File: config.mk
export PLATFORM = sky130hd
export DESIGN_NAME = lpdah_queue
export DESIGN_NICKNAME = d
export VERILOG_FILES = /design/src/hw/rtl/lpdah_pkg.sv /design/src/hw/rtl/lpdah_queue.sv
export SDC_FILE = /design/constraint.sdc
export NUM_CORES = 1
export LEC_CHECK = 0
export BUFFER_PORTS_ARGS = -buffer_cell sky130_fd_sc_hd__buf_2
export CORE_MARGIN = 4
export CORE_UTILIZATION = 52
export CTS_CLUSTER_DIAMETER = 150
export DETAILED_ROUTE_END_ITERATION = 8
export GPL_ROUTABILITY_DRIVEN = 1
export GPL_TIMING_DRIVEN = 0
export PLACE_DENSITY_LB_ADDON = 0.08
export SYNTH_ARGS = -nofsm -noshare
export SYNTH_HDL_FRONTEND = slang
export SYNTH_SLANG_ARGS = --single-unit
File: constraint.sdc
create_clock -name clock -period 7.9 [get_ports clock]
set_input_delay 1.58 -clock clock [delete_from_list [all_inputs] [get_ports clock]]
set_output_delay 1.58 -clock clock [all_outputs]
set_load 0.05 [all_outputs]
File: src/hw/rtl/lpdah_pkg.sv
// package for the leading pair azimuth histogrammer
// constants, types and the arctangent table; no dependencies
package lpdah_pkg;

   localparam int NumBinsDefault     = 50;
   localparam int CordicStepsDefault = 16;
   localparam int AtanEntries        = 24;
   localparam int CordW              = 36;

   localparam logic OP_JET  = 1'b0;
   localparam logic OP_READ = 1'b1;
   localparam logic KIND_EVENT = 1'b0;
   localparam logic KIND_READ  = 1'b1;

   typedef struct packed {
      logic        opcode;
      logic [23:0] jet_energy;
      logic signed [23:0] mom_x;
      logic signed [23:0] mom_y;
      logic        last_jet;
      logic        which_histogram;
      logic [5:0]  bin_index;
   } req_type;

   typedef struct packed {
      logic        result_kind;
      logic signed [15:0] phi_lead;
      logic signed [15:0] phi_second;
      logic signed [15:0] delta_phi;
      logic [31:0] bin_count;
   } rsp_type;

   // command handed from the front to the back
   typedef struct packed {
      logic        is_read;
      logic        which_histogram;
      logic [5:0]  bin_index;
      logic signed [23:0] lead_x;
      logic signed [23:0] lead_y;
      logic signed [23:0] second_x;
      logic signed [23:0] second_y;
   } cmd_type;

   function automatic logic [31:0] atan_entry(input logic [4:0] i);
      logic [31:0] r;
      begin
         case (i)
            5'd0:  r = 32'd536870912;
            5'd1:  r = 32'd316933406;
            5'd2:  r = 32'd167458907;
            5'd3:  r = 32'd85004756;
            5'd4:  r = 32'd42667331;
            5'd5:  r = 32'd21354465;
            5'd6:  r = 32'd10679838;
            5'd7:  r = 32'd5340245;
            5'd8:  r = 32'd2670163;
            5'd9:  r = 32'd1335087;
            5'd10: r = 32'd667544;
            5'd11: r = 32'd333772;
            5'd12: r = 32'd166886;
            5'd13: r = 32'd83443;
            5'd14: r = 32'd41721;
            5'd15: r = 32'd20860;
            5'd16: r = 32'd10430;
            5'd17: r = 32'd5215;
            5'd18: r = 32'd2607;
            5'd19: r = 32'd1303;
            5'd20: r = 32'd651;
            5'd21: r = 32'd325;
            5'd22: r = 32'd162;
            5'd23: r = 32'd81;
            default: r = 32'd0;
         endcase
         return r;
      end
   endfunction

endpackage

File: src/hw/rtl/lpdah_queue.sv
// short command queue between front and back
// depends on lpdah_pkg
module lpdah_queue (
   input  logic               clock,
   input  logic               reset,
   input  logic               wr_valid,
   output logic               wr_ready,
   input  lpdah_pkg::cmd_type wr_word,
   output logic               rd_valid,
   input  logic               rd_ready,
   output lpdah_pkg::cmd_type rd_word
);
   import lpdah_pkg::*;

   cmd_type    mem_ff [2];
   logic       wp_ff, rp_ff;
   logic [1:0] cnt_ff;
   logic       push, pop;

   assign wr_ready = (cnt_ff != 2'd2);
   assign rd_valid = (cnt_ff != 2'd0);
   assign rd_word  = mem_ff[rp_ff];
   assign push = wr_valid && wr_ready;
   assign pop  = rd_valid && rd_ready;

   always_ff @(posedge clock) begin
      if (push) mem_ff[wp_ff] <= wr_word;
      if (reset) begin
         wp_ff <= 1'b0; rp_ff <= 1'b0; cnt_ff <= '0;
      end else begin
         if (push) wp_ff <= ~wp_ff;
         if (pop)  rp_ff <= ~rp_ff;
         cnt_ff <= cnt_ff + {1'b0, push} - {1'b0, pop};
      end
   end

   assert property (@(posedge clock) disable iff (reset) cnt_ff <= 2'd2)
      else $error("queue count overflow");
   assert property (@(posedge clock) disable iff (reset)
      push && !pop |=> cnt_ff == $past(cnt_ff) + 2'd1)
      else $error("queue count lost a push");
   assert property (@(posedge clock) disable iff (reset)
      (cnt_ff == 2'd1) == (wp_ff != rp_ff))
      else $error("queue pointers disagree with count");
endmodule

==> results of run 1 <==
[cells by family after synthesis]
| family | Yosys count | share of synthesized area [%] |
|---|---|---|
| AO/OA/AOI/OAI | 1 | 0.0941 |
| XOR/XNOR | 3 | 0.329 |
| adder cells (fa/ha/maj) | 2 | 0.313 |
| buffers and inverters | 13 | 1.47 |
| flip-flops | 213 | 79.5 |
| multiplexers | 105 | 17.6 |
| AND/OR/NAND/NOR | 11 | 0.674 |
[power groups by stage]
stage / registers, mW / logic [mW] / clock network, mW
final: 1.45 / 1.32 / 0.958
after global routing: 1.47 / 1.38 / 1.04
after CTS: 1.46 / 1.34 / 0.983
after detailed placement: 1.48 / 1.34 / 0
after global placement: 1.51 / 1.30 / 0
after floorplan: 1.49 / 1.05 / 0
[registers in the layout (all words and copies together), names as in the netlist, named ones only]
signal and flops:
mem_ff 208, wp_ff 1, cnt_ff 2, rp_ff 1
[cell usage after synthesis]
master,number,area [um^2]
mux2_4,60,901
nor2b_1,2,12.5
or2_2,1,6.26
nand2_1,1,3.75
buf_8,1,15.0
xor2_1,1,8.76
ha_1,2,25.0
inv_1,1,3.75
edfxtp_1,208,6250
buf_6,7,78.8
o21a_1,1,7.51
buf_2,4,20.0
nor2_1,5,18.8
and3_1,1,6.26
dfxtp_1,5,100
mux2_2,45,507
xnor2_1,2,17.5
nand2b_1,1,6.26
[how the worst max path moves through the flow]
stage	end	start	slack, ns	cells after the start
2_1_floorplan	mem_ff[0][0]	wr_valid	1.32	2
3_3_place_gp	mem_ff[0][72]	wr_valid	-1.19	3
3_5_place_dp	mem_ff[0][51]	wr_valid	4.65	5
4_1_cts	rd_word[60]	flop	4.46	5
5_1_grt	rd_word[56]	flop	4.41	5
6_report	rd_word[60]	flop	4.51	5
[metal layers]
layer	track usage [%]	part of all wire [%]
met1	18.6	37
met2	27.8	52
met3	6.03	10
met4	3.38	0.95
met5	0	0.091
[per-stage QoR]
step                hold WS (ns)  area (um^2)  setup WS, ns
floorplan                  0.481         7980          1.32
global placement           0.494         9290         -1.19
detailed placement         0.531         9390          4.65
CTS                        0.551        10100          4.46
global route               0.586        10100          4.41
finish                     0.536        10100          4.51
[final cells by class]
cell class                      count  area (um^2)
Sequential cell                   213         6350
Fill cell                        1085         5080
Multi-Input combinational cell    122         1530
Timing Repair Buffer              217         1150
Clock buffer                       33          623
Tap cell                          188          235
Buffer                             12          114
Clock inverter                      6         51.3
Inverter                            1         3.75
Antenna cell                        1         2.50
[critical path, delay by kind of cell (launching register included)]
kind / cells / cell delay (ns)
mux: 1 / 0.31
flops: 1 / 0.32
buf+inv: 4 / 0.70
==> flow_metrics.env, run 1 <==
export IMPL_status="finished, final reports clean"
export IMPL_synth_nets=458
export IMPL_final_max_slew_viol_count=0
export IMPL_rsz0062_at_grt="no"
export IMPL_hold_violations=0
export IMPL_drc=0
export IMPL_vias=3950
export IMPL_worstPathMaxFanout=10
export IMPL_die_y_um=132
export IMPL_final_nets=699
export IMPL_required_ns=6.32
export IMPL_final_cells=793
export IMPL_cts_repair_resized=0
export IMPL_drive_gt1_share_pct=60.3
export IMPL_max_freq_ghz=0.295
export IMPL_cpPeakStageDelay_ns=0.32
export IMPL_power_switching_mw=1.32
export IMPL_dieWidth_um=132
export IMPL_cts_made_buffers=22
export IMPL_post_cts_setup_buffer_count=0
export IMPL_place_hpwl_mm=9.63
export IMPL_startpoint_type="flop"
export IMPL_grt_max_degree=54
export IMPL_wl_per_cell_um=18.0
export IMPL_rr_endpoint="mem_ff[0][90]"
export IMPL_drt_iter0_markers=151
export IMPL_clockBufferDepth=3
export IMPL_grt_pass1_vias=4192
export IMPL_overflow=0
export IMPL_irDropWorstVdd_mv=0.213
export IMPL_antenna_left=0
export IMPL_cts_max_level=1
export IMPL_cts_root_buf="clkbuf_16"
export IMPL_core_region_area_mm2=0.0151
export IMPL_worst_clock_skew_ns=0.0116
export IMPL_rr_startpoint="cnt_ff[0]"
export IMPL_hp_class="flop to flop"
export IMPL_leakagePower_nw=3.92
export IMPL_p_total_mw=3.73
export IMPL_fin_crit_sh_pct=42.9
export IMPL_insertion_delay_ns=0.48
export IMPL_wl_mm=14.3
export IMPL_dieArea_mm2=0.0174
export IMPL_fin_crit_ns=3.39
export IMPL_p_sw_share_pct=35.5
export IMPL_synthDistinctLibCells=18
export IMPL_crit_chain="buf_6, buf_8, buf_6, mux2_4, buf_2"
export IMPL_ys_seq_elements=213
export IMPL_critPathMostFrequentCell="buf_6"
export IMPL_clock_sinks=213
export IMPL_cts_clk_slew_worst_paths_ns=0.06
export IMPL_cts_tree="done"
export IMPL_p_per_area_mw_per_mm2=371
export IMPL_mostFrequentLayoutCells="217 x buf_2, 208 x edfxtp_1, 60 x mux2_4, 45 x mux2_2, 23 x clkbuf_16"
export IMPL_grt_pass1_wl_mm=21.9
export IMPL_initial_core_util_pct=52.7
export IMPL_mostFrequentLayoutCell="buf_2"
export IMPL_yosysWarnings=0
export IMPL_pin_count=214
export IMPL_area_delta_synth_final_pct=26.0
export IMPL_routabilityCongestion=0.721
export IMPL_min_from="rp_ff"
export IMPL_via_per_inst=4.98
export IMPL_finish_utilization_pct=66.4
export IMPL_io_buffers=213
export IMPL_ys_seq_area_share_pct=79.5
export IMPL_synth_area_mm2=0.00798
export IMPL_r2r_cells=5
export IMPL_endpoint_kind="primary output"
export IMPL_regToRegSetupSlack_ns=5.77
export IMPL_combinationalPowerShare_pct=35.4
export IMPL_power_frac_seq_pct=38.9
export IMPL_internal_power_mw=2.41
export IMPL_grt_antenna_before_repair=1
export IMPL_min_path_cells=2
export IMPL_arrival_ns=1.81
export IMPL_fin_setup_tns_ns=0
export IMPL_dp_cells=753
export IMPL_syn_instance_count=348
export IMPL_syn_area_per_cell_um2=22.9
export IMPL_firstDrtPassIters=4
export IMPL_clkPwrFrac_pct=25.7
export IMPL_track_usage_pct=15.8
export IMPL_path_class="flop to primary output"
export IMPL_relSlewSlack_pct=49.3
export IMPL_critPathSlowestCell="dfxtp_1"
export IMPL_finalSetupViolations=0
export IMPL_worst_pin_slew_ns=0.760
export IMPL_cts_hold_buf=0
export IMPL_cap_viol_max_count=0
export IMPL_fp_row_count=45
Note: power is estimated with default switching activity, not from simulation.
==> run 2, diff against run 1 <==
==> constraint.sdc (replaced) <==
create_clock -name clock -period 3.4 [get_ports clock]
set_input_delay 0.68 -clock clock [delete_from_list [all_inputs] [get_ports clock]]
set_output_delay 0.68 -clock clock [all_outputs]
set_load 0.05 [all_outputs]
==> flow_metrics.env, run 2 (synthesized netlist as in run 1, its figures left out) <==
export IMPL_cpPeakStageDelay_ns=0.32
export IMPL_nFillCells=1065
export IMPL_via_per_inst=4.97
export IMPL_mostFrequentLayoutCells="217 x buf_2, 208 x edfxtp_1, 60 x mux2_4, 45 x mux2_2, 23 x clkbuf_16"
export IMPL_top_register="mem_ff"
export IMPL_cts_hold_buf=0
export IMPL_status="finished, final reports clean"
export IMPL_layout_setup_ws_ns=0.902
export IMPL_clock_sinks=213
export IMPL_track_usage_pct=16.2
export IMPL_hold_violations=0
export IMPL_arrival_ns=1.82
export IMPL_overflow=0
export IMPL_final_nets=700
export IMPL_grt_max_degree=61
export IMPL_finalSetupViolations=0
export IMPL_cts_max_level=1
export IMPL_leakagePower_nw=3.94
export IMPL_area_delta_synth_final_pct=26.4
export IMPL_fin_crit_sh_pct=73.5
export IMPL_dieArea_mm2=0.0174
export IMPL_drive_gt1_share_pct=61.1
export IMPL_worst_clock_skew_ns=0.00648
export IMPL_multiInputGateArea_mm2=0.00153
export IMPL_rsz0062_at_grt="no"
export IMPL_critPathSlowestCell="dfxtp_1"
export IMPL_fin_crit_ns=2.50
export IMPL_cts_made_buffers=22
export IMPL_regArea_mm2=0.00635
export IMPL_worst_pin_slew_ns=0.866
export IMPL_dieWidth_um=132
export IMPL_largest_register_ffs=208
export IMPL_pin_count=214
export IMPL_cts_clk_slew_worst_paths_ns=0.06
export IMPL_worstPathMaxFanout=10
export IMPL_wl_mm=14.1
export IMPL_vias=3948
export IMPL_firstDrtPassIters=4
export IMPL_insertion_delay_ns=0.49
export IMPL_startpoint_type="flop"
export IMPL_drc=0
export IMPL_hp_class="input pin to flop"
export IMPL_io_buffers=213
export IMPL_final_max_slew_viol_count=0
export IMPL_wl_per_cell_um=17.7
export IMPL_largestRegisters="mem_ff (208), cnt_ff (2)"
export IMPL_post_cts_setup_buffer_count=0
export IMPL_cts_tree="done"
export IMPL_crit_chain="buf_6, buf_8, buf_6, mux2_4, buf_2"
export IMPL_endpoint_kind="primary output"
export IMPL_relSlewSlack_pct=42.3
export IMPL_drt_iter0_markers=120
export IMPL_cts_repair_resized=0
export IMPL_mostFrequentLayoutCell="buf_2"
export IMPL_max_freq_ghz=0.400
export IMPL_antenna_left=0
export IMPL_required_ns=2.72
export IMPL_path_class="flop to primary output"
export IMPL_initial_core_util_pct=52.7
export IMPL_grt_antenna_before_repair=3
export IMPL_p_per_area_mw_per_mm2=859
export IMPL_critPathMostFrequentCell="buf_6"
export IMPL_grt_pass1_wl_mm=22.4
export IMPL_clockBufferDepth=3
export IMPL_die_y_um=132
export IMPL_grt_pass1_vias=4279
export IMPL_cap_viol_max_count=0
export IMPL_place_hpwl_mm=9.92
export IMPL_routabilityCongestion=0.717
export IMPL_core_region_area_mm2=0.0151
export IMPL_holdWs_ns=0.379
export IMPL_cts_root_buf="clkbuf_16"
export IMPL_irDropWorstVdd_mv=0.577
export IMPL_pre_cts_ws_ns=1.15
export IMPL_fp_row_count=45
==> run 2: cell types whose count changed in the layout (fill, tap and decap cells not counted), sizes merged <==
| cell | change |
|---|---|
| buf | +1 |
| clkbuf | -9 |
| clkinv | +10 |
==> run 2: area by class of cell <==
cell class,instances,area share (%)
buffer,12,1.13
antenna,1,0.0248
clock inverter,16,0.955
tap,188,2.33
inverter,1,0.0372
multi-input combinational,122,15.2
timing repair buffer,218,11.7
sequential,213,62.9
clock buffer,24,5.74
==> run 2: through the flow <==
step	cell area, um^2	cells	power (mW)	utilization, %	setup TNS (ns)
2_1_floorplan	7990	348	5.88	-	0
3_3_place_gp	9290	749	6.48	61.4	-28.68
3_5_place_dp	9410	754	6.56	62.1	0
4_1_cts	10100	794	8.78	66.6	0
5_1_grt	10100	795	9.02	66.6	0
6_report	10100	795	8.66	66.6	0
==> run 2: critical path: cells and delay by family, from the launching register on <==
family	cells	cell delay, ns
buffers and inverters	4	0.69
flip-flops	1	0.32
multiplexers	1	0.31
==> run 2: worst paths after layout <==
kind,start,cells after the start,slack (ns),end
max,flop,5,0.90,rd_word[75]
min,wr_word[93],1,0.38,mem_ff[0][93]
max reg2reg,cnt_ff[0],3,1.39,mem_ff[1][64]
min reg2reg,rp_ff,2,0.52,flop
==> run 2: routing by layer <==
layer / track usage, % / vias up / wire length, um
met2: 28.2 / 143 / 7180
met4: 4.14 / 4 / 297
met5: 0 / - / 14
met3: 5.88 / 26 / 1200
met1: 19.1 / 1908 / 5420
li1: - / 1867 / -
==> run 2: report_power, final <==
part	total, mW	switching, mW	internal, mW
clock network	2.20	0.905	1.30
logic	3.09	2.10	0.984
registers	3.38	0.0809	3.29
==> run 3, diff against run 2 <==
==> constraint.sdc (replaced) <==
create_clock -name clock -period 2.6 [get_ports clock]
set_input_delay 0.52 -clock clock [delete_from_list [all_inputs] [get_ports clock]]
set_output_delay 0.52 -clock clock [all_outputs]
set_load 0.05 [all_outputs]
==> flow_metrics.env, run 3 (synthesized netlist as in run 1, its figures left out) <==
export IMPL_leakagePower_nw=3.93
export IMPL_fin_crit_sh_pct=90.5
export IMPL_dieArea_mm2=0.0174
export IMPL_fin_crit_ns=2.35
export IMPL_mostFrequentLayoutCell="buf_2"
export IMPL_vias=4002
export IMPL_largestRegisters="mem_ff (208), cnt_ff (2)"
export IMPL_hp_class="input pin to flop"
export IMPL_grt_max_degree=64
export IMPL_via_per_inst=5.04
export IMPL_clockBufferDepth=3
export IMPL_fin_setup_tns_ns=0
export IMPL_drt_iter0_markers=153
export IMPL_overflow=0
export IMPL_fp_row_count=45
export IMPL_finalSetupViolations=0
export IMPL_grt_pass1_wl_mm=22.3
export IMPL_cts_root_buf="clkbuf_16"
export IMPL_critPathMostFrequentCell="buf_6"
export IMPL_cts_hold_buf=0
export IMPL_cts_made_buffers=23
export IMPL_cpPeakStageDelay_ns=0.32
export IMPL_max_freq_ghz=0.425
export IMPL_drc=0
export IMPL_endpoint_kind="primary output"
export IMPL_initial_core_util_pct=52.7
export IMPL_die_y_um=132
export IMPL_worstPathMaxFanout=10
export IMPL_track_usage_pct=16.2
export IMPL_relSlewSlack_pct=56.7
export IMPL_wl_mm=14.7
export IMPL_routabilityCongestion=0.710
export IMPL_io_buffers=213
export IMPL_clock_sinks=213
export IMPL_insertion_delay_ns=0.50
export IMPL_irDropWorstVdd_mv=0.881
export IMPL_cts_repair_resized=0
export IMPL_grt_antenna_before_repair=1
export IMPL_post_cts_setup_buffer_count=0
export IMPL_final_nets=701
export IMPL_regToRegSetupSlack_ns=0.71
export IMPL_path_class="flop to primary output"
export IMPL_firstDrtPassIters=4
export IMPL_final_max_slew_viol_count=0
export IMPL_area_delta_synth_final_pct=26.3
export IMPL_worst_clock_skew_ns=0.0134
export IMPL_critPathSlowestCell="dfxtp_1"
export IMPL_wl_per_cell_um=18.5
export IMPL_dp_cells=754
export IMPL_placed_area_mm2=0.00944
export IMPL_top_register="mem_ff"
export IMPL_cts_clk_slew_worst_paths_ns=0.06
export IMPL_pre_cts_ws_ns=0.524
export IMPL_required_ns=2.08
export IMPL_mostFrequentLayoutCells="217 x buf_2, 208 x edfxtp_1, 60 x mux2_4, 45 x mux2_2, 23 x clkbuf_16"
export IMPL_layout_setup_ws_ns=0.248
export IMPL_worst_pin_slew_ns=0.649
export IMPL_grt_pass1_vias=4279
export IMPL_pin_count=214
export IMPL_drive_gt1_share_pct=61.0
export IMPL_hold_violations=0
export IMPL_startpoint_type="flop"
export IMPL_final_cells=794
export IMPL_arrival_ns=1.83
export IMPL_rsz0062_at_grt="no"
export IMPL_cts_max_level=1
export IMPL_crit_chain="buf_6, buf_8, buf_6, mux2_4, buf_2"
export IMPL_place_hpwl_mm=10.2
export IMPL_p_per_area_mw_per_mm2=1120
export IMPL_largest_register_ffs=208
export IMPL_core_region_area_mm2=0.0151
export IMPL_antenna_left=0
export IMPL_finalInstanceArea_mm2=0.0101
export IMPL_cts_tree="done"
export IMPL_status="finished, final reports clean"
export IMPL_cap_viol_max_count=0
export IMPL_dieWidth_um=132
==> run 3: cell count changes in the layout (fill, tap and decap cells not counted), sizes merged <==
cell and delta:
clkbuf +6, inv +1, bufinv -1, clkinv -7
==> run 3: path summary, 6_finish.rpt <==
path                                 start            end  depth (start not counted)
worst max-delay path                  flop    rd_word[65]                          5
worst min-delay path            wr_word[4]   mem_ff[0][4]                          1
worst max register to register   cnt_ff[0]  mem_ff[0][77]                          6
worst min register to register       rp_ff          rp_ff                          2
==> run 3: area by class of cell <==
class                      instances  area (um^2)
antenna                            1         2.50
clock inverter                     9         43.8
inverter                           1         3.75
fill                            1068         5060
multi-input combinational        122         1550
sequential                       213         6350
buffer                            12          114
clock buffer                      30          602
timing repair buffer             218         1190
tap                              188          235
==> run 3: metrics by stage <==
stage               utilization, %  hold WS [ns]  power, mW
finish                        66.6         0.208       11.3
CTS                           66.6         0.187       11.4
detailed placement            62.3         0.516       8.61
global route                  66.6         0.188       11.8
floorplan                        -         0.481       7.70
global placement              61.5         0.497       8.49
==> run 3: report_power, final <==
part,internal [mW],switching [mW]
combinational,1.30,2.77
sequential,4.31,0.114
clock,1.62,1.19
==> run 3: routing by layer <==
metal	up-vias	wire length (um)	track usage (%)
li1	1870	-	-
met1	1960	5690	19.0
met2	142	7420	28.2
met3	30	1170	5.53
met4	0	379	5.08
met5	-	0	0
==> run 3: worst max-delay path: cells and delay by family (launching register included) <==
| kind | cells | cell delay, ns |
|---|---|---|
| buf+inv | 4 | 0.70 |
| mux | 1 | 0.31 |
| flops | 1 | 0.32 |
