[src/hw/rtl/lpdah_pkg.sv]
// package for the leading pair azimuth histogrammer
// constants, types and the arctangent table; no dependencies
package lpdah_pkg;

   localparam int NumBinsDefault     = 50;
   localparam int CordicStepsDefault = 16;
   localparam int AtanEntries        = 24;
   localparam int CordW              = 36;

   localparam logic OP_JET  = 1'b0;
   localparam logic OP_READ = 1'b1;
   localparam logic KIND_EVENT = 1'b0;
   localparam logic KIND_READ  = 1'b1;

   typedef struct packed {
      logic        opcode;
      logic [23:0] jet_energy;
      logic signed [23:0] mom_x;
      logic signed [23:0] mom_y;
      logic        last_jet;
      logic        which_histogram;
      logic [5:0]  bin_index;
   } req_type;

   typedef struct packed {
      logic        result_kind;
      logic signed [15:0] phi_lead;
      logic signed [15:0] phi_second;
      logic signed [15:0] delta_phi;
      logic [31:0] bin_count;
   } rsp_type;

   // command handed from the front to the back
   typedef struct packed {
      logic        is_read;
      logic        which_histogram;
      logic [5:0]  bin_index;
      logic signed [23:0] lead_x;
      logic signed [23:0] lead_y;
      logic signed [23:0] second_x;
      logic signed [23:0] second_y;
   } cmd_type;

   function automatic logic [31:0] atan_entry(input logic [4:0] i);
      logic [31:0] r;
      begin
         case (i)
            5'd0:  r = 32'd536870912;
            5'd1:  r = 32'd316933406;
            5'd2:  r = 32'd167458907;
            5'd3:  r = 32'd85004756;
            5'd4:  r = 32'd42667331;
            5'd5:  r = 32'd21354465;
            5'd6:  r = 32'd10679838;
            5'd7:  r = 32'd5340245;
            5'd8:  r = 32'd2670163;
            5'd9:  r = 32'd1335087;
            5'd10: r = 32'd667544;
            5'd11: r = 32'd333772;
            5'd12: r = 32'd166886;
            5'd13: r = 32'd83443;
            5'd14: r = 32'd41721;
            5'd15: r = 32'd20860;
            5'd16: r = 32'd10430;
            5'd17: r = 32'd5215;
            5'd18: r = 32'd2607;
            5'd19: r = 32'd1303;
            5'd20: r = 32'd651;
            5'd21: r = 32'd325;
            5'd22: r = 32'd162;
            5'd23: r = 32'd81;
            default: r = 32'd0;
         endcase
         return r;
      end
   endfunction

endpackage

[src/hw/rtl/lpdah_front.sv]
// front: keeps the two most energetic jets and issues commands
// depends on lpdah_pkg
module lpdah_front (
   input  logic                 clock,
   input  logic                 reset,
   input  logic                 in_valid,
   output logic                 in_ready,
   input  lpdah_pkg::req_type   in_word,
   output logic                 cmd_valid,
   input  logic                 cmd_ready,
   output lpdah_pkg::cmd_type   cmd_word
);
   import lpdah_pkg::*;

   logic [23:0] lead_e_ff, lead_e_in, sec_e_ff, sec_e_in;
   logic [47:0] lead_m_ff, lead_m_in, sec_m_ff, sec_m_in;
   logic [1:0]  seen_ff, seen_in;
   logic        fire;

   // a word is taken only when the queue can take its command
   assign in_ready = cmd_ready;
   assign fire = in_valid && in_ready;

   always_comb begin
      lead_e_in = lead_e_ff; lead_m_in = lead_m_ff;
      sec_e_in  = sec_e_ff;  sec_m_in  = sec_m_ff;
      seen_in   = seen_ff;
      cmd_valid = 1'b0;
      cmd_word  = '0;
      if (fire) begin
         if (in_word.opcode == OP_READ) begin
            cmd_valid = 1'b1;
            cmd_word.is_read = 1'b1;
            cmd_word.which_histogram = in_word.which_histogram;
            cmd_word.bin_index = in_word.bin_index;
         end else begin
            if (seen_ff == 2'd0) begin
               lead_e_in = in_word.jet_energy;
               lead_m_in = {in_word.mom_y, in_word.mom_x};
            end else if (in_word.jet_energy > lead_e_ff) begin
               sec_e_in = lead_e_ff; sec_m_in = lead_m_ff;
               lead_e_in = in_word.jet_energy;
               lead_m_in = {in_word.mom_y, in_word.mom_x};
            end else if (seen_ff == 2'd1 || in_word.jet_energy > sec_e_ff) begin
               sec_e_in = in_word.jet_energy;
               sec_m_in = {in_word.mom_y, in_word.mom_x};
            end
            if (seen_ff != 2'd2) seen_in = seen_ff + 2'd1;
            if (in_word.last_jet) begin
               cmd_valid = (seen_in == 2'd2);
               cmd_word.lead_x   = lead_m_in[23:0];
               cmd_word.lead_y   = lead_m_in[47:24];
               cmd_word.second_x = sec_m_in[23:0];
               cmd_word.second_y = sec_m_in[47:24];
               lead_e_in = '0; lead_m_in = '0;
               sec_e_in  = '0; sec_m_in  = '0;
               seen_in   = '0;
            end
         end
      end
   end

   always_ff @(posedge clock) begin
      if (reset) begin
         lead_e_ff <= '0; lead_m_ff <= '0;
         sec_e_ff  <= '0; sec_m_ff  <= '0;
         seen_ff   <= '0;
      end else begin
         lead_e_ff <= lead_e_in; lead_m_ff <= lead_m_in;
         sec_e_ff  <= sec_e_in;  sec_m_ff  <= sec_m_in;
         seen_ff   <= seen_in;
      end
   end

   assert property (@(posedge clock) disable iff (reset) seen_ff != 2'd3)
      else $error("jet count out of range");
   assert property (@(posedge clock) disable iff (reset)
      cmd_valid |-> fire)
      else $error("command without accepted word");
   assert property (@(posedge clock) disable iff (reset)
      fire && in_word.opcode == OP_JET && in_word.last_jet |=> seen_ff == 2'd0)
      else $error("event state not cleared");
endmodule

[config.mk]
export PLATFORM = sky130hd
export DESIGN_NAME = lpdah_front
export DESIGN_NICKNAME = d
export VERILOG_FILES = /design/src/hw/rtl/lpdah_pkg.sv /design/src/hw/rtl/lpdah_front.sv
export SDC_FILE = /design/constraint.sdc
export NUM_CORES = 1
export LEC_CHECK = 0
export BUFFER_PORTS_ARGS = -buffer_cell sky130_fd_sc_hd__buf_2
export CAP_MARGIN = 20
export CELL_PAD_IN_SITES_DETAIL_PLACEMENT = 0
export CELL_PAD_IN_SITES_GLOBAL_PLACEMENT = 1
export CORE_ASPECT_RATIO = 1.5
export CORE_UTILIZATION = 37
export DETAILED_ROUTE_END_ITERATION = 10
export PLACE_DENSITY_LB_ADDON = 0.2
export SKIP_LAST_GASP = 1
export SYNTH_ARGS = -nofsm -noshare
export SYNTH_HDL_FRONTEND = slang
export SYNTH_SLANG_ARGS = --single-unit
export TNS_END_PERCENT = 50
[constraint.sdc]
create_clock -name clock -period 3.6 [get_ports clock]
set_clock_uncertainty 0.1 [all_clocks]
set_input_delay 0.72 -clock clock [delete_from_list [all_inputs] [get_ports clock]]
set_output_delay 0.72 -clock clock [all_outputs]
set_load 0.01 [all_outputs]
==> results of run 1 <==
## cells by family after synthesis
logic type	count (synthesis)
AO/OA/AOI/OAI	339
AND/OR/NAND/NOR	203
flip-flops	146
multiplexers	24
buffers and inverters	143
adder cells (fa/ha/maj)	51
## power groups by stage
stage / Sequential (W) / Combinational [W] / Clock (W)
floorplan: 0.00168 / 0.000258 / 0
global placement: 0.00168 / 0.000525 / 0
detailed placement: 0.00168 / 0.000526 / 0
CTS: 0.00165 / 0.000587 / 0.00180
global route: 0.00165 / 0.000655 / 0.00186
finish: 0.00165 / 0.000602 / 0.00178
## layer usage
metal,up-vias,GRT usage [%]
met2,253,42.6
li1,3977,-
met4,0,13.5
met5,-,0
met1,4063,30.1
met3,62,4.70
## final cells by class
type,count,area (um^2),area share (%)
Antenna cell,4,10.0,0.0889
Sequential cell,146,2930,26.0
Multi-Input combinational cell,617,5010,44.5
Clock buffer,18,429,3.81
Inverter,52,195,1.73
Timing Repair Buffer,298,2200,19.5
Tap cell,272,340,3.02
Clock inverter,14,146,1.30
## through the flow
step	utilization (%)	setup TNS [ns]	worst slack (ns)	total power [W]	hold WS (ns)
global route	51.8	-46.75	-0.566	0.00417	0.375
floorplan	-	0	0.00853	0.00194	0.326
CTS	51.4	-27.92	-0.360	0.00404	0.362
global placement	46.4	-43.31	-0.590	0.00221	0.340
finish	51.8	-33.63	-0.456	0.00403	0.360
detailed placement	46.4	-42.71	-0.600	0.00221	0.347
## state kept, by name (all words and copies together), names as in the netlist
name	count
lead_m_ff	48
lead_e_ff	24
sec_m_ff	48
sec_e_ff	24
seen_ff	2
## critical path: stages
cell and delay, ns:
buf_6 0.10, buf_6 0.11, ha_4 0.26, nand4_1 0.14, nor4_2 0.31, buf_4 0.19
o31ai_4 0.09, buf_4 0.16, a21oi_4 0.29, buf_8 0.21, buf_12 0.13, o21ai_0 0.07
a21oi_1 0.26, buf_2 0.19
## cell usage after synthesis (all sizes together) (2+ instances only)
| master | number |
|---|---|
| mux2i | 24 |
| and2 | 7 |
| a21oi | 76 |
| nor2b | 3 |
| nor4 | 4 |
| nand2 | 14 |
| nand3b | 2 |
| o41ai | 2 |
| a221o | 96 |
| o211ai | 4 |
| nand3 | 50 |
| nor2 | 7 |
| ha | 51 |
| nand4 | 12 |
| a22o | 73 |
| a211oi | 2 |
| nor3 | 4 |
| clkbuf | 66 |
| dfxtp | 146 |
| o21ai | 53 |
| buf | 25 |
| o2bb2ai | 24 |
| and3 | 97 |
| inv | 52 |
## worst max path at each step
| stage | start | endpoint | slack, ns |
|---|---|---|---|
| floorplan | in_word[75] | cmd_word[28] | 0.009 |
| global placement | in_word[75] | cmd_word[14] | -0.59 |
| detailed placement | in_word[75] | cmd_word[14] | -0.60 |
| CTS | in_word[77] | cmd_word[45] | -0.36 |
| global route | lead_e_ff[17] | cmd_word[63] | -0.57 |
| finish | in_word[79] | cmd_word[60] | -0.46 |
## what timing repair did
action | CTS | global route
endpoints found under the setup margin | 96 | 96
setup buffers | 12 | 3
pin swaps | 33 | 7
hold endpoints to repair | 0 | 0
gates cloned | 2 | 1
gates resized for setup | 61 | 5
==> results by group, run 1 <==
CTS
  • H-tree levels: 4
  • CTS tree: done
  • Root Driver: clkbuf_16
  • Clock sinks: 146
  • CTS Hold Bufs: 0
  • Clock transition at path regs: 0.06 ns
  • Total CTS buffers: 17
  • Worst skew pair latency: 0.43 ns
  • Clock Path Buffers: 2

Status
  • Violations in the final reports: negative setup slack
  • Status: complete, but fails checks

Detailed routing
  • Initial drt markers: 554
  • Final wirelength: 28,700 um
  • Antenna Violating Nets Remaining: 0
  • Highest metal used: met4
  • Met3 WL: 1580 um
  • DR vias: 8,355
  • Post-DR vias/cell: 5.88
  • DR WL/cell: 20.2 um
  • Drt pass-1 iters: 5
  • Met2 WL: 14,500 um
  • # DRC: 0
  • Wl on met1: 11,500 um

Critical path
  • CP Class: in2out
  • Reg2reg start: lead_e_ff[17]
  • Crit-path max FO: 9
  • Worst r2r dst: sec_m_ff[37]
  • CP Capture Type: primary output
  • Worst path arrival time: 3.24 ns
  • Worst setup SP type: primary input
  • FF-to-FF path depth: 13
  • Flop-to-flop setup slack: 0.48 ns
  • Req. time, crit path: 2.78 ns

Layout
  • Synth-to-Final Area Change: 36.9%
  • Final non-filler cell total: 1,421
  • Most frequent cells in the layout: buf_2 (179), dfxtp_1 (140), and3_1 (96), a221o_1 (96), buf_4 (73)
  • Most common cell after layout, fill and taps aside: buf_2
  • Final nets: 1,268
  • Final instance area: 11,300 um^2
  • Fillers: 2,086
  • Share of cells above drive strength 1: 32.8%

Yosys
  • Area leader, netlist: dfxtp_1
  • Top post-synthesis cells by area: dfxtp_1 (36%), a221o_1 (12%), a22o_1 (7.8%)
  • Synth Area in Compound Gates: 32.0%
  • Post-synth top area share: 35.5%
  • Mux cell area share after synthesis: 2.92%
  • Syn avg cell area: 9.08 um^2
  • Mapped Area: 8220 um^2
  • Syn. warnings: 0
  • Post-Synth Adder-Cell Area: 7.76%
  • Number of enable flip-flop cells after synthesis: 0
  • Post-Synth XOR/XNOR Area: 0%
  • Count of different cell masters after synthesis: 42
  • Largest family of logic cells by synthesized area: compound AO/OA/AOI/OAI gates
  • Syn Inst Count: 906
  • Syn Nets: 1,042
  • Sequential share of the synthesized area: 35.5%
  • Main synth FF type: dfxtp_1
  • Area share of and/or/nand/nor cells after synthesis: 14.2%
  • Async SR Flop Fraction: 0%
  • Synthesized flop and latch total: 146

Worst hold path
  • Worst hold stages: 2
  • Hold EP: seen_ff[1]
  • Hold Crit Class: reg2reg
  • Hold_sp: seen_ff[1]

Timing
  • Setup ws final: -0.456 ns
  • RSZ-0062 raised after global routing: true
  • Fin. Hold Viols: 0
  • Max Slew Vio Count: 0
  • Period utilization: 113%
  • Slew @ Worst Pin: 0.663 ns
  • Worst slew margin: 55.8%
  • Final min period: 4.06 ns
  • Max Freq: 247 MHz
  • Setup violators final: 96

Global route
  • Vias in the first global route: 8,067
  • First-pass GRT wire length: 44,400 um
  • Aggregate global-route resource usage: 25.4%
  • Largest net degree at the start of global routing: 50
  • Initial antenna violation count: 3
  • GRT Residual Overflow: 0

Flow run
  • Maxcap violations: 0

Place
  • Placed cell count: 1,367
  • HPWL reported at the end of detailed placement: 18,500 um
  • GP Congestion: 0.821
  • Port buffer count: 190
  • Placed cell area: 10,100 um^2

Power and ir drop
  • Combinational share of power: 14.9%
  • Switching power share of the total: 28.7%
  • Leak pwr: 5.07 nW
  • Seq pwr share: 40.9%
  • Peak VDD IR: 320 uV
  • Clock network fraction of total power: 44.2%
  • PwrDens: 358 nW/um^2
  • Cell internal pwr: 0.00287 W
  • P_sw: 0.00116 W

Floorplanning
  • Row count: 66
  • Initial Utilization: 37.9%
  • Die footprint: 22,800 um^2
  • Die width: 124 um
  • Height of the die: 185 um
  • # IOs: 191
  • Area of the core: 21,700 um^2
No activity file was read; power rests on OpenSTA's default activity.
==> run 2, diff against run 1 <==
--- a/config.mk
+++ b/config.mk
@@ -9,7 +9,7 @@
 export CAP_MARGIN = 20
 export CELL_PAD_IN_SITES_DETAIL_PLACEMENT = 0
 export CELL_PAD_IN_SITES_GLOBAL_PLACEMENT = 1
-export CORE_ASPECT_RATIO = 1.5
+export CORE_ASPECT_RATIO = 1.4
 export CORE_UTILIZATION = 37
 export DETAILED_ROUTE_END_ITERATION = 10
 export PLACE_DENSITY_LB_ADDON = 0.2
==> run 2 against run 1 <==
The run still ends with negative setup slack left. Utilization grew 2.3 points. Sequential share of layout area shrank 1.2 points. Maximum frequency shrank 0.85%. Combinational power grew 14%. Sequential power is essentially flat. Via count grew 1.5%. Highest routed layer is now met5.
==> results by group, run 2 (synthesis results as in run 1) <==
CTS
  • Total CTS buffers: 17 (unchanged)
  • CTS Hold Bufs: 0 (unchanged)
  • Clock transition at path regs: 0.06 ns (about the same)
  • Clock Path Buffers: 2 (unchanged)
  • Root Driver: clkbuf_16
  • Clock sinks: 146 (unchanged)
  • Worst skew pair latency: 0.43 ns (about the same)
  • H-tree levels: 4 (unchanged)
  • CTS tree: done

Floorplanning
  • # IOs: 191 (unchanged)
  • Initial Utilization: 37.6% (-0.25 points)
  • Height of the die: 178 um (-3.4%)
  • Die footprint: 22,800 um^2 (about the same)
  • Row count: 64 (-3.0%)
  • Die width: 128 um (+3.5%)
  • Area of the core: 21,900 um^2 (+0.66%)

Detailed routing
  • Antenna Violating Nets Remaining: 0 (unchanged)
  • Final wirelength: 29,500 um (+3.0%)
  • # DRC: 0 (unchanged)
  • DR vias: 8,481 (+1.5%)
  • DR WL/cell: 20.3 um (+0.48%)
  • Post-DR vias/cell: 5.82 (-1.0%)
  • Drt pass-1 iters: 5 (unchanged)
  • Initial drt markers: 541 (-2.3%)

Critical path
  • Worst Setup SP: in_word[78]
  • Crit-path most repeated cell: buf_6
  • Largest delay share family, worst path: buffers and inverters
  • Crit-path cells: buf_8 > buf_6 > ha_4 > nand4_1 > buf_4 > nor3_4 > a21oi_2 > o211a_4 > a21oi_4 > buf_6 > bufbuf_16 > o21ai_0 > a21oi_1 > buf_2
  • CP Capture Type: primary output
  • Worst path arrival time: 3.27 ns (+0.03 ns)
  • Crit-path max FO: 11 (+2)
  • Slowest-stage cell, CP: bufbuf_16
  • CP Class: in2out
  • CP Buf/Inv Count: 6 (-1)
  • CP max stage delay: 0.27 ns (-0.04 ns)
  • Worst setup SP type: primary input
  • Flop-to-flop setup slack: 0.23 ns (-0.25 ns)
  • Req. time, crit path: 2.78 ns (about the same)
  • Reg2reg start: lead_e_ff[22]

Layout
  • Top flop regs: lead_m_ff (48), sec_m_ff (48)
  • Multi-input gate area in the final layout: 5160 um^2 (+3.1%)
  • Sequential cell area: 2930 um^2 (+0.13%)
  • Synth-to-Final Area Change: 43.8%
  • Share of cells above drive strength 1: 36.5% (+3.7 points)
  • Most common cell after layout, fill and taps aside: buf_2
  • Final non-filler cell total: 1,457 (+2.5%)
  • Fillers: 2,019 (-3.2%)
  • Final nets: 1,283 (+1.2%)
  • Most frequent cells in the layout: buf_2 (179), dfxtp_1 (137), a221o_1 (96), and3_1 (94), a22o_1 (73)

Power and ir drop
  • PwrDens: 345 nW/um^2 (-3.5%)
  • Leak pwr: 5.25 nW (+3.6%)
  • Power, Total: 0.00408 W (+1.4%)
  • Peak VDD IR: 311 uV (-2.8%)

Timing
  • Worst slew margin: 49.6% (-6.2 points)
  • Slew @ Worst Pin: 0.756 ns (+0.0935 ns)
  • Period utilization: 114% (+0.96 points)
  • Max Slew Vio Count: 0 (unchanged)
  • Max Freq: 244 MHz (-0.85%)
  • Fin. Hold Viols: 0 (unchanged)
  • RSZ-0062 raised after global routing: true
  • Final min period: 4.09 ns (+0.0347 ns)
  • Setup violators final: 96 (unchanged)
  • Setup ws final: -0.491 ns (-0.0347 ns)

Global route
  • Initial antenna violation count: 2 (-1)
  • Aggregate global-route resource usage: 24.7% (-0.68 points)
  • Vias in the first global route: 8,135 (+0.84%)
  • GRT Residual Overflow: 0 (unchanged)
  • Largest net degree at the start of global routing: 50 (unchanged)
  • First-pass GRT wire length: 43,600 um (-1.6%)

Place
  • HPWL reported at the end of detailed placement: 18,200 um (-1.8%)
  • GP Congestion: 0.786 (-4.3%)
  • Dpl ws: -0.586 ns (+0.0142 ns)
  • Placed cell count: 1,379 (+0.88%)
  • Port buffer count: 190 (unchanged)

Status
  • Violations in the final reports: negative setup slack
  • Status: complete, but fails checks

Worst hold path
  • Hold Crit Class: reg2reg
  • Hold_sp: seen_ff[1]

Flow run
  • Maxcap violations: 0 (unchanged)
## run 2: changes by cell type in the layout (fill, tap and decap cells not counted), moves of 6 or more
cell / previous run / this run
a21oi_1: 72 / 61
a21oi_2: 2 / 13
buf_8: 1 / 7
clkbuf_16: 18 / 24
nand3_1: 50 / 44
o21ai_0: 50 / 39
## run 2: final timing paths
kind | cells after the start | to
worst max register to register | 15 | lead_m_ff[16]
worst max-delay path | 14 | cmd_word[59]
worst min register to register | 2 | seen_ff[1]
worst min-delay path | 2 | seen_ff[1]
## run 2: final cells by class
class | instances | area share (%)
multi-input cells | 617 | 43.7
flip-flops and latches | 146 | 24.8
repair buffers | 313 | 21.9
clock buffers | 17 | 3.60
well taps | 297 | 3.14
inverters | 52 | 1.65
clock inverters | 14 | 1.22
diodes | 1 | 0.0212
## run 2: stage by stage
stage	setup TNS (ns)	hold slack, ns	util, %	instance area (um^2)
floorplan	0	0.326	-	8250
global placement	-62.85	0.341	46.1	10100
detailed placement	-63.64	0.348	46.1	10100
CTS	-33.11	0.359	50.9	11100
global route	-45.23	0.375	54.1	11800
finish	-38.00	0.357	54.1	11800
## run 2: what timing repair did
action / in CTS / in global routing
gates cloned: 6 / 9
hold endpoints to repair: 0 / 0
pin swaps: 8 / 38
resized for setup: 39 / 95
setup endpoints to repair: 96 / 96
buffers inserted: 12 / 23
## run 2: where the power goes
group / internal (W) / switching, W / total [W]
clock network: 0.000968 / 0.000782 / 0.00175
logic: 0.000319 / 0.000368 / 0.000686
registers: 0.00163 / 0.0000153 / 0.00165
total: 0.00292 / 0.00116 / 0.00408
## run 2: worst register-to-register path, stage by stage (launching register included)
cell     delay, ns
dfxtp_1       0.36
inv_1         0.08
ha_4          0.26
nand4_1       0.20
buf_4         0.22
nor3_4        0.20
a21oi_2       0.09
o211a_4       0.18
buf_6         0.12
a21o_4        0.24
buf_12        0.17
buf_4         0.15
buf_4         0.21
a21oi_4       0.30
buf_12        0.24
a22o_1        0.19
## run 2: metal layers
metal / vias up / part of all wire, % / GRT usage (%)
li1: 4020 / - / -
met1: 4123 / 40 / 28.7
met2: 274 / 52 / 43.9
met3: 62 / 5.0 / 4.26
met4: 2 / 3.2 / 11.1
met5: - / 0.058 / 0
==> run 3, diff against run 2 <==
--- a/config.mk
+++ b/config.mk
@@ -12,6 +12,7 @@
 export CORE_ASPECT_RATIO = 1.4
 export CORE_UTILIZATION = 37
 export DETAILED_ROUTE_END_ITERATION = 10
+export MAX_ROUTING_LAYER = met4
 export PLACE_DENSITY_LB_ADDON = 0.2
 export SKIP_LAST_GASP = 1
 export SYNTH_ARGS = -nofsm -noshare
==> run 3 against run 2 <==
The run still ends with negative setup slack left. Register-to-register slack hardly changed. Power is 0.19% lower. Die area stayed put. Setup slack better by 0.0092 ns. Sequential cell count stayed put. Final area is 0.23% lower. Non-clock buffer count stayed put. Sequential share of layout area is 0.058 points higher. Sequential power hardly changed. Critical endpoint unchanged. Largest power group unchanged.
==> results by group, run 3 (synthesis results as in run 1) <==
Timing
  • Final setup TNS: -37.21 ns (+0.791 ns)
  • Worst slew margin: 49.9% (+0.32 points)
  • Final min period: 4.08 ns (-0.00916 ns)
  • RSZ-0062 raised after global routing: true
  • Period utilization: 113% (-0.25 points)
  • Setup violators final: 96 (unchanged)
  • Fin. Hold Viols: 0 (unchanged)
  • Slew @ Worst Pin: 0.751 ns (-0.00475 ns)
  • Max Slew Vio Count: 0 (unchanged)
  • Max Freq: 245 MHz (+0.22%)
  • Setup ws final: -0.482 ns (+0.00916 ns)

Detailed routing
  • Post-DR vias/cell: 5.82 (about the same)
  • Final wirelength: 29,500 um (-0.28%)
  • Initial drt markers: 528 (-2.4%)
  • Antenna Violating Nets Remaining: 0 (unchanged)
  • Drt pass-1 iters: 4 (-1)
  • DR vias: 8,492 (+0.13%)
  • DR WL/cell: 20.2 um (-0.35%)
  • # DRC: 0 (unchanged)

Critical path
  • CP max stage delay: 0.27 ns (about the same)
  • Worst path arrival time: 3.26 ns (about the same)
  • Worst setup SP type: primary input
  • Slowest-stage cell, CP: bufbuf_16
  • CP Capture Type: primary output
  • Req. time, crit path: 2.78 ns (about the same)
  • CP Class: in2out
  • Crit-path cells: buf_8 > buf_6 > ha_4 > nand4_1 > buf_4 > nor3_4 > a21oi_2 > o211a_4 > a21oi_4 > buf_6 > bufbuf_16 > o21ai_0 > a21oi_1 > buf_2
  • Crit-path max FO: 11 (unchanged)
  • Crit-path most repeated cell: buf_6

Power and ir drop
  • PwrDens: 346 nW/um^2 (about the same)
  • Peak VDD IR: 306 uV (-1.8%)
  • Seq pwr share: 40.4% (about the same)
  • P_sw: 0.00116 W (-0.80%)
  • Leak pwr: 5.26 nW (+0.14%)
  • Combinational share of power: 16.8% (about the same)
  • Cell internal pwr: 0.00292 W (about the same)
  • Clock network fraction of total power: 42.8% (about the same)
  • Switching power share of the total: 28.3% (-0.18 points)

Layout
  • Final nets: 1,283 (unchanged)
  • Share of cells above drive strength 1: 36.2% (-0.35 points)
  • Most frequent cells in the layout: buf_2 (179), dfxtp_1 (137), and3_1 (96), a221o_1 (96), a22o_1 (73)
  • Final core utilization: 54.0% (-0.13 points)
  • Synth-to-Final Area Change: 43.5%
  • Fillers: 2,023 (+0.20%)
  • Sequential cell area: 2930 um^2 (unchanged)
  • Multi-input gate area in the final layout: 5120 um^2 (-0.92%)
  • Top flop regs: lead_m_ff (48), sec_m_ff (48)
  • Final instance area: 11,800 um^2 (-0.23%)
  • Most common cell after layout, fill and taps aside: buf_2

CTS
  • Root Driver: clkbuf_16
  • Total CTS buffers: 17 (unchanged)
  • Clock Path Buffers: 2 (unchanged)
  • H-tree levels: 4 (unchanged)
  • Worst skew pair latency: 0.43 ns (about the same)
  • Clock transition at path regs: 0.06 ns (about the same)
  • CTS Hold Bufs: 0 (unchanged)
  • Clock sinks: 146 (unchanged)
  • CTS tree: done

Global route
  • GRT Residual Overflow: 0 (unchanged)
  • First-pass GRT wire length: 43,700 um (about the same)
  • Aggregate global-route resource usage: 25.4% (+0.71 points)
  • Vias in the first global route: 8,128 (-0.086%)
  • Initial antenna violation count: 2 (unchanged)
  • Largest net degree at the start of global routing: 50 (unchanged)

Flow run
  • Maxcap violations: 0 (unchanged)

Floorplanning
  • Die footprint: 22,800 um^2 (unchanged)
  • Area of the core: 21,900 um^2 (unchanged)
  • # IOs: 191 (unchanged)
  • Initial Utilization: 37.6% (unchanged)
  • Height of the die: 178 um (unchanged)
  • Row count: 64 (unchanged)
  • Die width: 128 um (unchanged)

Place
  • HPWL reported at the end of detailed placement: 18,200 um (unchanged)
  • GP Congestion: 0.797 (+1.4%)
  • Port buffer count: 190 (unchanged)
  • Placed cell area: 10,100 um^2 (unchanged)

Worst hold path
  • Hold Crit Class: reg2reg

Status
  • Violations in the final reports: negative setup slack
  • Status: complete, but fails checks
-- run 3: layout make-up --
cell class / count / share of cell area [%]
Multi-Input combinational cell: 617 / 43.4
Sequential cell: 146 / 24.9
Timing Repair Buffer: 313 / 22.1
Clock buffer: 17 / 3.61
Tap cell: 297 / 3.15
Inverter: 52 / 1.65
Clock inverter: 14 / 1.22
Antenna cell: 2 / 0.0424
-- run 3: metal layers --
metal	global-route usage (%)	up-vias	part of all wire [%]
met4	11.4	0	3.1
met2	43.9	270	52
li1	-	4019	-
met1	28.7	4146	40
met5	-	-	0
met3	4.05	57	4.8
-- run 3: path summary, 6_finish.rpt --
check | from | end | slack (ns) | cells past startpoint
setup / recovery | in_word[78] | cmd_word[59] | -0.48 | 14
hold / removal | seen_ff[1] | seen_ff[1] | 0.36 | 2
setup reg to reg | lead_e_ff[22] | lead_m_ff[16] | 0.23 | 15
hold reg to reg | seen_ff[1] | seen_ff[1] | 0.36 | 2
-- run 3: repair_timing --
item / 4_1_cts / 5_1_grt
setup endpoints to repair: 96 / 96
gates cloned: 6 / 9
hold endpoints to repair: 0 / 0
pin swaps: 8 / 38
buffers inserted: 12 / 23
gates resized for setup: 39 / 88
-- run 3: through the flow --
stage	hold slack [ns]	std cells	setup WS, ns	power, W
2_1_floorplan	0.326	906	0.00853	0.00194
3_3_place_gp	0.341	1379	-0.547	0.00221
3_5_place_dp	0.348	1379	-0.586	0.00221
4_1_cts	0.359	1428	-0.436	0.00400
5_1_grt	0.375	1458	-0.563	0.00422
6_report	0.357	1458	-0.482	0.00408
-- run 3: critical path: cells and delay by family --
| kind | cells | cell delay (ns) |
|---|---|---|
| simple gates | 2 | 0.40 |
| compound gates | 5 | 0.82 |
| fa+ha+maj | 1 | 0.26 |
| buf+inv | 6 | 1.06 |
-- run 3: power groups by stage --
| stage | logic (W) | registers [W] | clock network [W] |
|---|---|---|---|
| 4_1_cts | 0.000573 | 0.00165 | 0.00178 |
| 5_1_grt | 0.000736 | 0.00165 | 0.00184 |
| 2_1_floorplan | 0.000258 | 0.00168 | 0 |
| 3_3_place_gp | 0.000529 | 0.00168 | 0 |
| 6_report | 0.000683 | 0.00165 | 0.00175 |
| 3_5_place_dp | 0.000529 | 0.00168 | 0 |
